`src/hdl/nns_pkg.sv`:
```
// ----------------------------------------------------------------------------
// nns_pkg
// Shared types and constants of the nearest node search block: item
// formats, command word, register indexes and the axis distance helper.
// ----------------------------------------------------------------------------
package nns_pkg;

    localparam int COORD_BITS = 24;
    localparam int SLOT_W     = 10;
    localparam int IDX_W      = 10;
    localparam int DIST_W     = 52;
    localparam int DIMS_W     = 2;
    localparam int COUNT_W    = 11;
    localparam int SQ_W       = 2 * COORD_BITS;
    // three squares of at most 2^(2*COORD_BITS) each
    localparam int SUM_W      = 2 * COORD_BITS + 2;
    localparam int AXES       = 3;

    localparam int CFG_IDX_W  = 2;
    localparam int CFG_DATA_W = 11;

    localparam logic [DIMS_W-1:0]  DIMS_RESET  = 2'd3;
    localparam logic [COUNT_W-1:0] COUNT_RESET = '0;

    typedef enum logic [0:0] {
        KIND_LOAD  = 1'b0,
        KIND_QUERY = 1'b1
    } kind_t;

    typedef enum logic [CFG_IDX_W-1:0] {
        REG_DIMENSIONS = 2'd0,
        REG_NODE_COUNT = 2'd1
    } cfg_reg_t;

    typedef struct packed {
        logic                         kind;
        logic [SLOT_W-1:0]            node_slot;
        logic signed [COORD_BITS-1:0] coord_x;
        logic signed [COORD_BITS-1:0] coord_y;
        logic signed [COORD_BITS-1:0] coord_z;
    } in_item_t;

    typedef struct packed {
        logic              found;
        logic [IDX_W-1:0]  nearest_index;
        logic [DIST_W-1:0] squared_distance;
    } out_item_t;

    // classified command passed from the front to the back
    typedef struct packed {
        logic                  is_query;
        logic [SLOT_W-1:0]     node_slot;
        logic [COORD_BITS-1:0] coord_x;
        logic [COORD_BITS-1:0] coord_y;
        logic [COORD_BITS-1:0] coord_z;
    } cmd_t;

    typedef struct packed {
        logic [COORD_BITS-1:0] x;
        logic [COORD_BITS-1:0] y;
        logic [COORD_BITS-1:0] z;
    } node_t;

    // |a - b| of two signed coordinates, always fits COORD_BITS unsigned bits
    function automatic logic [COORD_BITS-1:0] abs_diff(
        input logic [COORD_BITS-1:0] a,
        input logic [COORD_BITS-1:0] b
    );
        logic [COORD_BITS:0] d;
        d = {a[COORD_BITS-1], a} - {b[COORD_BITS-1], b};
        if (d[COORD_BITS]) begin
            d = (~d) + 1'b1;
        end
        return d[COORD_BITS-1:0];
    endfunction

endpackage

```
`src/hdl/nns_front.sv`:
```
// ----------------------------------------------------------------------------
// nns_front
// Input stage: takes items, drops loads aimed beyond the node store and
// hands the rest on as commands.
// ----------------------------------------------------------------------------
module nns_front #(
    parameter int MAX_NODES = 1024
) (
    input  logic               aclk,
    input  logic               aresetn,
    input  logic               s_valid,
    output logic               s_ready,
    input  nns_pkg::in_item_t  s_data,
    output logic               cmd_valid,
    input  logic               cmd_ready,
    output nns_pkg::cmd_t      cmd_data
);

    logic          stage_valid_reg;
    nns_pkg::cmd_t stage_reg;
    logic          keep;

    assign keep = (s_data.kind == nns_pkg::KIND_QUERY) || (int'(s_data.node_slot) < MAX_NODES);

    assign s_ready   = !stage_valid_reg || cmd_ready;
    assign cmd_valid = stage_valid_reg;
    assign cmd_data  = stage_reg;

    always_ff @(posedge aclk) begin
        if (!aresetn) begin
            stage_valid_reg <= 1'b0;
        end else if (s_ready) begin
            stage_valid_reg <= s_valid && keep;
        end
    end

    always_ff @(posedge aclk) begin
        if (s_valid && s_ready) begin
            stage_reg.is_query  <= (s_data.kind == nns_pkg::KIND_QUERY);
            stage_reg.node_slot <= s_data.node_slot;
            stage_reg.coord_x   <= s_data.coord_x;
            stage_reg.coord_y   <= s_data.coord_y;
            stage_reg.coord_z   <= s_data.coord_z;
        end
    end

endmodule

```
`config.mk`:
```
export PLATFORM = sky130hd
export DESIGN_NAME = nns_front
export DESIGN_NICKNAME = d
export VERILOG_FILES = /design/src/hdl/nns_pkg.sv /design/src/hdl/nns_front.sv
export SDC_FILE = /design/constraint.sdc
export NUM_CORES = 1
export LEC_CHECK = 0
export ABC_AREA = 1
export BUFFER_PORTS_ARGS = -buffer_cell sky130_fd_sc_hd__buf_2
export CORE_AREA = 2 2 82 84
export CTS_CLUSTER_SIZE = 40
export DETAILED_ROUTE_END_ITERATION = 16
export DIE_AREA = 0 0 84 86
export GPL_ROUTABILITY_DRIVEN = 0
export GPL_TIMING_DRIVEN = 1
export HOLD_SLACK_MARGIN = 0.06
export PLACE_DENSITY_LB_ADDON = 0.2
export SLEW_MARGIN = 20
export SYNTH_ARGS = -nofsm -noshare
export SYNTH_HDL_FRONTEND = slang
export SYNTH_SLANG_ARGS = --single-unit
```
`constraint.sdc`:
```
create_clock -name aclk -period 8.3 [get_ports aclk]
set_clock_uncertainty 0.2 [all_clocks]
set_input_delay 2.075 -clock aclk [delete_from_list [all_inputs] [get_ports aclk]]
set_output_delay 2.075 -clock aclk [all_outputs]
set_load 0.005 [all_outputs]
```
==> metrics.yaml <==
critPathRequiredTime_ns: 6.03
cp_max_fo: 2
synth_area_per_cell_um2: 28.26
placed_cell_area_um2: 3515
cellLeakagePower_nw: 1.608
syn_to_final_growth_pct: 45.75
clock-root-buffer: "clkbuf_8"
wirelength_mm: 5.070
hp-class: "register to register"
die_w_um: 84
setup_tns_ns: 0
netlist_area_um2: 2544
antenna_found_initial: 0
initial_core_util: 0.4052
synthTopCellsByArea: "edfxtp_1 (98%), dfxtp_1 (0.79%), a21oi_2 (0.34%)"
clk_pin_slew_worst_paths_ns: 0.07
period_share: 0.5683
yosys_warnings: 0
syn_nets: 177
cp_top_family: "buffers and inverters"
cp-start-kind: "primary input"
power_density_nw_per_um2: 228.3
vias: 1500
die_y_um: 86
max-clock-path-buffers: 2
grt_pass1_vias: 1526
final_nets: 360
grt_util_all_layers: 0.1424
rsz0062_at_grt: "false"
slew-limit-headroom: 0.3279
crit_path_cell_trace: "buf_2 > inv_2 > nand2_2 > buf_2"
core_um2: 6277
drive_gt1_frac: 0.6836
worst-path-buf-inv: 3
cts.sinks: 84
yosys.area.top_type: "edfxtp_1"
grt_pass1_wl_mm: 7.534
critPathMaxStageDelay_ns: 0.13
ios: 172
tightest_slew_ns: 1.008
end_kind: "primary output"
diodes: 0
postLayoutCellArea_um2: 3707
cts-htree-levels: 3
fmax_mhz: 212.0
cts_tree: "built"
dp_hpwl_mm: 3.790
overflow: 0
cp_data_arrival_time_ns: 2.44
post_drt_wl_per_cell_um: 14.40
setup_viol: 0
cts-resized-gates: 0
first_iter_violations: 74
drcViolationCount: 0
clkLatencyLatePin_ns: 0.32
finalHoldViolCount: 0
cts_buffers: 9
rows: 29
seq_area_frac_synth: 0.9877
cts_setup_buffers: 0
ys_types: 7
crit_type: "primary input to primary output"
syn_inst: 90
ys_ff_latch: 84
dieArea_um2: 7224
cts_hold_buf: 0
dr.pass1.iters: 4
ant_nets: 0
worst_path_max_delay_cell: "buf_2"
finalCriticalPeriod_ns: 4.717
cp_common_cell: "buf_2"
status: "completed"
postLayoutCoreUtil: 0.5906
grt_max_degree: 84
drv_cap: 0
routed_via_density: 4.261
slew_viol_final: 0
synth_top_area_share: 0.9798
vdd_drop_max_mv: 0.1336
numPortBuffers: 171
## stage by stage
stage / instances / hold WS [ns] / power, W / setup slack [ns]
after floorplan: 90 / 0.2950 / 0.0005265 / 1.402
after global placement: 339 / 0.3110 / 0.0005683 / 3.597
after detailed placement: 339 / 0.3251 / 0.0005704 / 3.586
after CTS: 352 / 0.3424 / 0.0008586 / 3.584
after global routing: 352 / 0.3677 / 0.0008816 / 3.562
final: 352 / 0.3441 / 0.0008462 / 3.583
## final timing paths
check,end,from,cells after the start,slack [ns]
setup / recovery,s_ready,cmd_ready,4,3.58
hold / removal,cmd_valid$_SDFFE_PN0P_,cmd_valid$_SDFFE_PN0P_,2,0.34
setup reg to reg,cmd_data[70]$_DFFE_PP_,cmd_valid$_SDFFE_PN0P_,2,6.39
hold reg to reg,cmd_valid$_SDFFE_PN0P_,cmd_valid$_SDFFE_PN0P_,2,0.34
## registers in the layout, indices dropped and copies added (netlist names)
register,cells
cmd_data,83
cmd_valid,1
## worst min-delay path, delay by kind of cell (launching register included)
kind | cells | cell delay [ns]
simple gates | 1 | 0.10
compound gates | 1 | 0.05
flops | 1 | 0.36
## Yosys cell counts
library cell,count
a21oi_2,1
dfxtp_1,1
a21oi_1,1
inv_1,2
edfxtp_1,83
inv_2,1
nand2_2,1
## routing by layer
metal	GRT usage	up-vias	part of all wire
met2	0.2233	107	0.49
li1	-	719	-
met1	0.1628	666	0.37
met4	0.08651	0	0.022
met5	0	-	0
met3	0.06160	8	0.12
## kinds of logic (layout without fill, tap and decap cells)
kind of cell           after synthesis  count (layout)  synth area share
AOI/OAI and AO/OA                    2               2          0.005409
DFF                                 84              84            0.9877
buffers and inverters                3             188          0.004427
and+or+nand+nor                      1               1          0.002461
## layout by cell type (no fill, tap or decap)
master,n
edfxtp_1,83
nand2_2,1
buf_4,1
dfxtp_1,1
bufinv_16,2
buf_2,171
a21oi_2,1
clkbuf_1,1
a21oi_4,1
inv_1,2
clkinv_2,1
inv_2,1
clkbuf_8,9
## report_power, final
| part | total, W | switching, W | internal [W] |
|---|---|---|---|
| Clock | 0.000287 | 0.000123 | 0.000164 |
| Combinational | 0.0000577 | 0.0000280 | 0.0000297 |
| Sequential | 0.000501 | 0.00000534 | 0.000496 |
## cell type report
cell class	instances	area [um2]
flip-flops and latches	84	2512
well taps	77	96.34
clock inverters	3	65.06
fillers	514	2570
clock buffers	10	127.6
inverters	3	11.26
multi-input cells	3	31.28
repair buffers	172	863.3
Note: power is estimated with default switching activity, not from simulation.
