===== config.mk =====
export PLATFORM = sky130hd
export DESIGN_NAME = nns_queue
export DESIGN_NICKNAME = d
export VERILOG_FILES = /design/src/hdl/nns_pkg.sv /design/src/hdl/nns_queue.sv
export SDC_FILE = /design/constraint.sdc
export NUM_CORES = 1
export LEC_CHECK = 0
export BUFFER_PORTS_ARGS = -buffer_cell sky130_fd_sc_hd__buf_4
export CORE_MARGIN = 5
export CORE_UTILIZATION = 52
export CTS_CLUSTER_SIZE = 40
export DETAILED_ROUTE_END_ITERATION = 6
export GPL_TIMING_DRIVEN = 1
export HOLD_SLACK_MARGIN = 0.12
export PLACE_DENSITY = 0.76
export SYNTH_ARGS = -nofsm -noshare
export SYNTH_HDL_FRONTEND = slang
export SYNTH_SLANG_ARGS = --single-unit

===== constraint.sdc =====
create_clock -name aclk -period 3.82 [get_ports aclk]
set_input_delay 0.382 -clock aclk [delete_from_list [all_inputs] [get_ports aclk]]
set_output_delay 0.382 -clock aclk [all_outputs]
set_load 0.02 [all_outputs]

===== src/hdl/nns_pkg.sv =====
// ----------------------------------------------------------------------------
// nns_pkg
// Shared types and constants of the nearest node search block: item
// formats, command word, register indexes and the axis distance helper.
// ----------------------------------------------------------------------------
package nns_pkg;

    localparam int COORD_BITS = 24;
    localparam int SLOT_W     = 10;
    localparam int IDX_W      = 10;
    localparam int DIST_W     = 52;
    localparam int DIMS_W     = 2;
    localparam int COUNT_W    = 11;
    localparam int SQ_W       = 2 * COORD_BITS;
    // three squares of at most 2^(2*COORD_BITS) each
    localparam int SUM_W      = 2 * COORD_BITS + 2;
    localparam int AXES       = 3;

    localparam int CFG_IDX_W  = 2;
    localparam int CFG_DATA_W = 11;

    localparam logic [DIMS_W-1:0]  DIMS_RESET  = 2'd3;
    localparam logic [COUNT_W-1:0] COUNT_RESET = '0;

    typedef enum logic [0:0] {
        KIND_LOAD  = 1'b0,
        KIND_QUERY = 1'b1
    } kind_t;

    typedef enum logic [CFG_IDX_W-1:0] {
        REG_DIMENSIONS = 2'd0,
        REG_NODE_COUNT = 2'd1
    } cfg_reg_t;

    typedef struct packed {
        logic                         kind;
        logic [SLOT_W-1:0]            node_slot;
        logic signed [COORD_BITS-1:0] coord_x;
        logic signed [COORD_BITS-1:0] coord_y;
        logic signed [COORD_BITS-1:0] coord_z;
    } in_item_t;

    typedef struct packed {
        logic              found;
        logic [IDX_W-1:0]  nearest_index;
        logic [DIST_W-1:0] squared_distance;
    } out_item_t;

    // classified command passed from the front to the back
    typedef struct packed {
        logic                  is_query;
        logic [SLOT_W-1:0]     node_slot;
        logic [COORD_BITS-1:0] coord_x;
        logic [COORD_BITS-1:0] coord_y;
        logic [COORD_BITS-1:0] coord_z;
    } cmd_t;

    typedef struct packed {
        logic [COORD_BITS-1:0] x;
        logic [COORD_BITS-1:0] y;
        logic [COORD_BITS-1:0] z;
    } node_t;

    // |a - b| of two signed coordinates, always fits COORD_BITS unsigned bits
    function automatic logic [COORD_BITS-1:0] abs_diff(
        input logic [COORD_BITS-1:0] a,
        input logic [COORD_BITS-1:0] b
    );
        logic [COORD_BITS:0] d;
        d = {a[COORD_BITS-1], a} - {b[COORD_BITS-1], b};
        if (d[COORD_BITS]) begin
            d = (~d) + 1'b1;
        end
        return d[COORD_BITS-1:0];
    endfunction

endpackage


===== src/hdl/nns_queue.sv =====
// ----------------------------------------------------------------------------
// nns_queue
// Two-entry command queue between the front and the back.
// ----------------------------------------------------------------------------
module nns_queue (
    input  logic          aclk,
    input  logic          aresetn,
    input  logic          in_valid,
    output logic          in_ready,
    input  nns_pkg::cmd_t in_data,
    output logic          out_valid,
    input  logic          out_ready,
    output nns_pkg::cmd_t out_data
);

    localparam int DEPTH = 2;
    localparam int PTR_W = 1;
    localparam int CNT_W = 2;

    nns_pkg::cmd_t    entry_reg [DEPTH];
    logic [PTR_W-1:0] wr_ptr_reg;
    logic [PTR_W-1:0] rd_ptr_reg;
    logic [CNT_W-1:0] count_reg;
    logic             push;
    logic             pop;

    assign in_ready  = (count_reg != CNT_W'(DEPTH));
    assign out_valid = (count_reg != '0);
    assign out_data  = entry_reg[rd_ptr_reg];
    assign push      = in_valid && in_ready;
    assign pop       = out_valid && out_ready;

    always_ff @(posedge aclk) begin
        if (!aresetn) begin
            wr_ptr_reg <= '0;
            rd_ptr_reg <= '0;
            count_reg  <= '0;
        end else begin
            if (push) begin
                wr_ptr_reg <= wr_ptr_reg + 1'b1;
            end
            if (pop) begin
                rd_ptr_reg <= rd_ptr_reg + 1'b1;
            end
            if (push && !pop) begin
                count_reg <= count_reg + 1'b1;
            end else if (pop && !push) begin
                count_reg <= count_reg - 1'b1;
            end
        end
    end

    always_ff @(posedge aclk) begin
        if (push) begin
            entry_reg[wr_ptr_reg] <= in_data;
        end
    end

endmodule


==> impl_results.md <==
* LEAKAGE at 0.00309 uW
* Final Power at 5760 uW
* Drt pass-1 iters at 4
* Die H at 119 um
* Reg2reg start: count_reg[0]$_SDFFE_PN0P_
* CTS root buf: clkbuf_16
* Most used DFF post-synth: edfxtp_1
* H-tree depth at 4
* Clock-pin transition on the worst setup and hold timing paths at 0.06 ns
* Clock Sink Count at 171
* Worst vdd ir at 0.459 mV
* DRC viols at 0
* Data arrival, critical path at 2.14 ns
* Max stage delay on crit path at 1.08 ns
* Commonest non-fill, non-tap cell in the layout: buf_4
* Final Cycle Share at 66.1%
* Vias in the first global route at 3448
* Worst slew pin tran at 1.17 ns
* Post-Syn Area at roughly 0.0062 mm^2
* Ranking of synthesized cells by area: edfxtp_1 (80%), mux2_2 (15%), dfxtp_1 (1.6%)
* Wl on met1 at 4540 um
* Top cell type's share of synthesized area at about four fifths
* Final GP Congestion at ~0.76
* CP Launch Type: flip-flop
* Final setup fails at 0
* Final Instance Area at slightly above 0.008 mm^2
* Syn Nets at 370
* Reg2reg setup slack at 1.83 ns
* Crit path required time at 3.44 ns
* Hold Fails Final Rpt at 0
* Flop and latch count out of synthesis at ~170
* Die area at between 0.01 and 0.015 mm^2
* Ant. Diodes at 0
* Clock Path Buffers at 2
* Overflow after GRT at 0
* Crit Path Category: reg2out
* DR vias/cell at roughly 5.0
* Top achievable clock speed at 0.396 GHz
* Hold Buf Count CTS at 0
* CP Capture Type: primary output
* Core area at 0.0119 mm^2
* Skew final at 0.00483 ns
* Mux contribution to synthesized area at 15.0%
* Critical-path maximum fanout at 83
* I/O Buffers at 171
* Synth async-reset ratio at 0%
* Pwr per Cell Area at approximately 700 mW/mm^2
* Post-CTS Setup Inserts at 0
* HP Start: in_data[20]
* Io pins at 172
* Yosys warns at 0
* WL met3 at approximately 950 um
* CTS tree: built
* TritonCTS Buffers at 17
* Synth cell types at 20
* Slew Viols, Final at 0
* Outcome: complete, no violations
* Initial Utilization at 52.5%
* Mean Syn Cell Area at 22.1 um^2
* Worst skew pair latency at around 0.41 ns
* Layout area overhead at 32.7%
* RSZ-0062 raised after global routing: false
* Simple-gate portion of the synthesized area at 1.05%
* Seq/Total Area, Yosys at 81.7%
* First-pass GRT wire length at 17500 um
* Drt first-iter violations at 205
* Min cycle time layout at between 2 and 3 ns
* Post-Syn Instances at 282
* CTS resizes at 0
* Max_slew headroom at 22.3%
* Met2 wire len at around 5800 um
* Post-synth top area cell: edfxtp_1
* Drt total wl at 11400 um
* Final Net Count at 553
* Adder-Cell Fraction of Synth Area at 0.201%
* Synth Area in XOR/XNOR at less than 1%
* Vias at approximately 3200
* Gr usage total at 16.5%
* Pin count of the biggest net entering global routing at 84
* Initial antenna violation count at 0
* Cell Chain, Critical Path: mux2_2, buf_4
* Min-delay worst type: in2reg
* Placed Area at 0.00765 mm^2
* Routed Antenna Nets at 0
* Max_cap viols at 0
* Slowest CP cell: dfxtp_4
* Most frequent cells in the layout: buf_4 (173), edfxtp_1 (166), mux2_2 (83)
* Number of synthesized flops with an enable pin at 166
* Avg WL per Cell at 18.2 um
* Synth Area in Compound Gates at 0.563%
* Largest family of logic cells by synthesized area: multiplexers
* Top sig layer: met4
* Share of post-route cells with drive strength above 1 at 61.1%
* Row Count at 40
* Die X at between 100 and 150 um
* Max reg flops at 166
* Dpl hpwl at 7460 um
* Setup TNS at 0 ns
[cell usage after synthesis (all sizes together) (2+ instances only)]
cell    number
and2         4
buf          9
a21boi       2
mux2        83
edfxtp     166
xnor2        2
o21ai        2
dfxtp        5
[final timing paths]
kind | depth (start not counted) | endpoint
worst max-delay path | 2 | out_data[1]
worst max register to register | 2 | entry_reg[1][41]$_DFFE_PP_
worst min-delay path | 1 | entry_reg[0][20]$_DFFE_PP_
worst min register to register | 2 | count_reg[1]$_SDFFE_PN0P_
[where the power goes]
group          internal, uW  total (uW)  switching (uW)  leakage [uW]
clock                  1080        1730             648      0.000305
combinational           744        1500             757       0.00119
sequential             2350        2530             178       0.00159
[routing by layer]
layer	vias up	track usage [%]
li1	1480	-
met1	1547	18.5
met2	116	27.6
met3	10	7.45
met4	0	6.37
met5	-	0
[cells by family (layout without fill, tap and decap cells)]
group           count (synthesis)  in the layout
fa+ha+maj                       1              1
compound gates                  5              5
flops                         171            171
buf+inv                        10            206
mux                            83             83
xor+xnor                        3              3
simple gates                    9              9
[critical path: cells and delay by family, from the launching register on]
kind,cells,cell delay (ns)
DFF,1,1.08
muxes,1,0.45
buffers and inverters,1,0.16
[metrics by stage]
stage,util [%],cells,hold slack [ns],setup WS (ns)
after CTS,69.6,625,0.126,1.26
after global routing,69.6,625,0.120,1.18
after floorplan,-,282,0.481,0.783
after detailed placement,64.5,593,0.543,1.71
final,69.6,625,0.146,1.30
after global placement,64.5,593,0.525,1.73
[cell type report]
cell class | count | area [um^2]
Clock buffer | 17 | 425
Inverter | 1 | 5.00
Timing Repair Buffer | 173 | 1300
Clock inverter | 15 | 180
Multi-Input combinational cell | 101 | 1080
Tap cell | 147 | 184
Sequential cell | 171 | 5090
Fill cell | 770 | 3600
(Power assumes the default switching activity.)
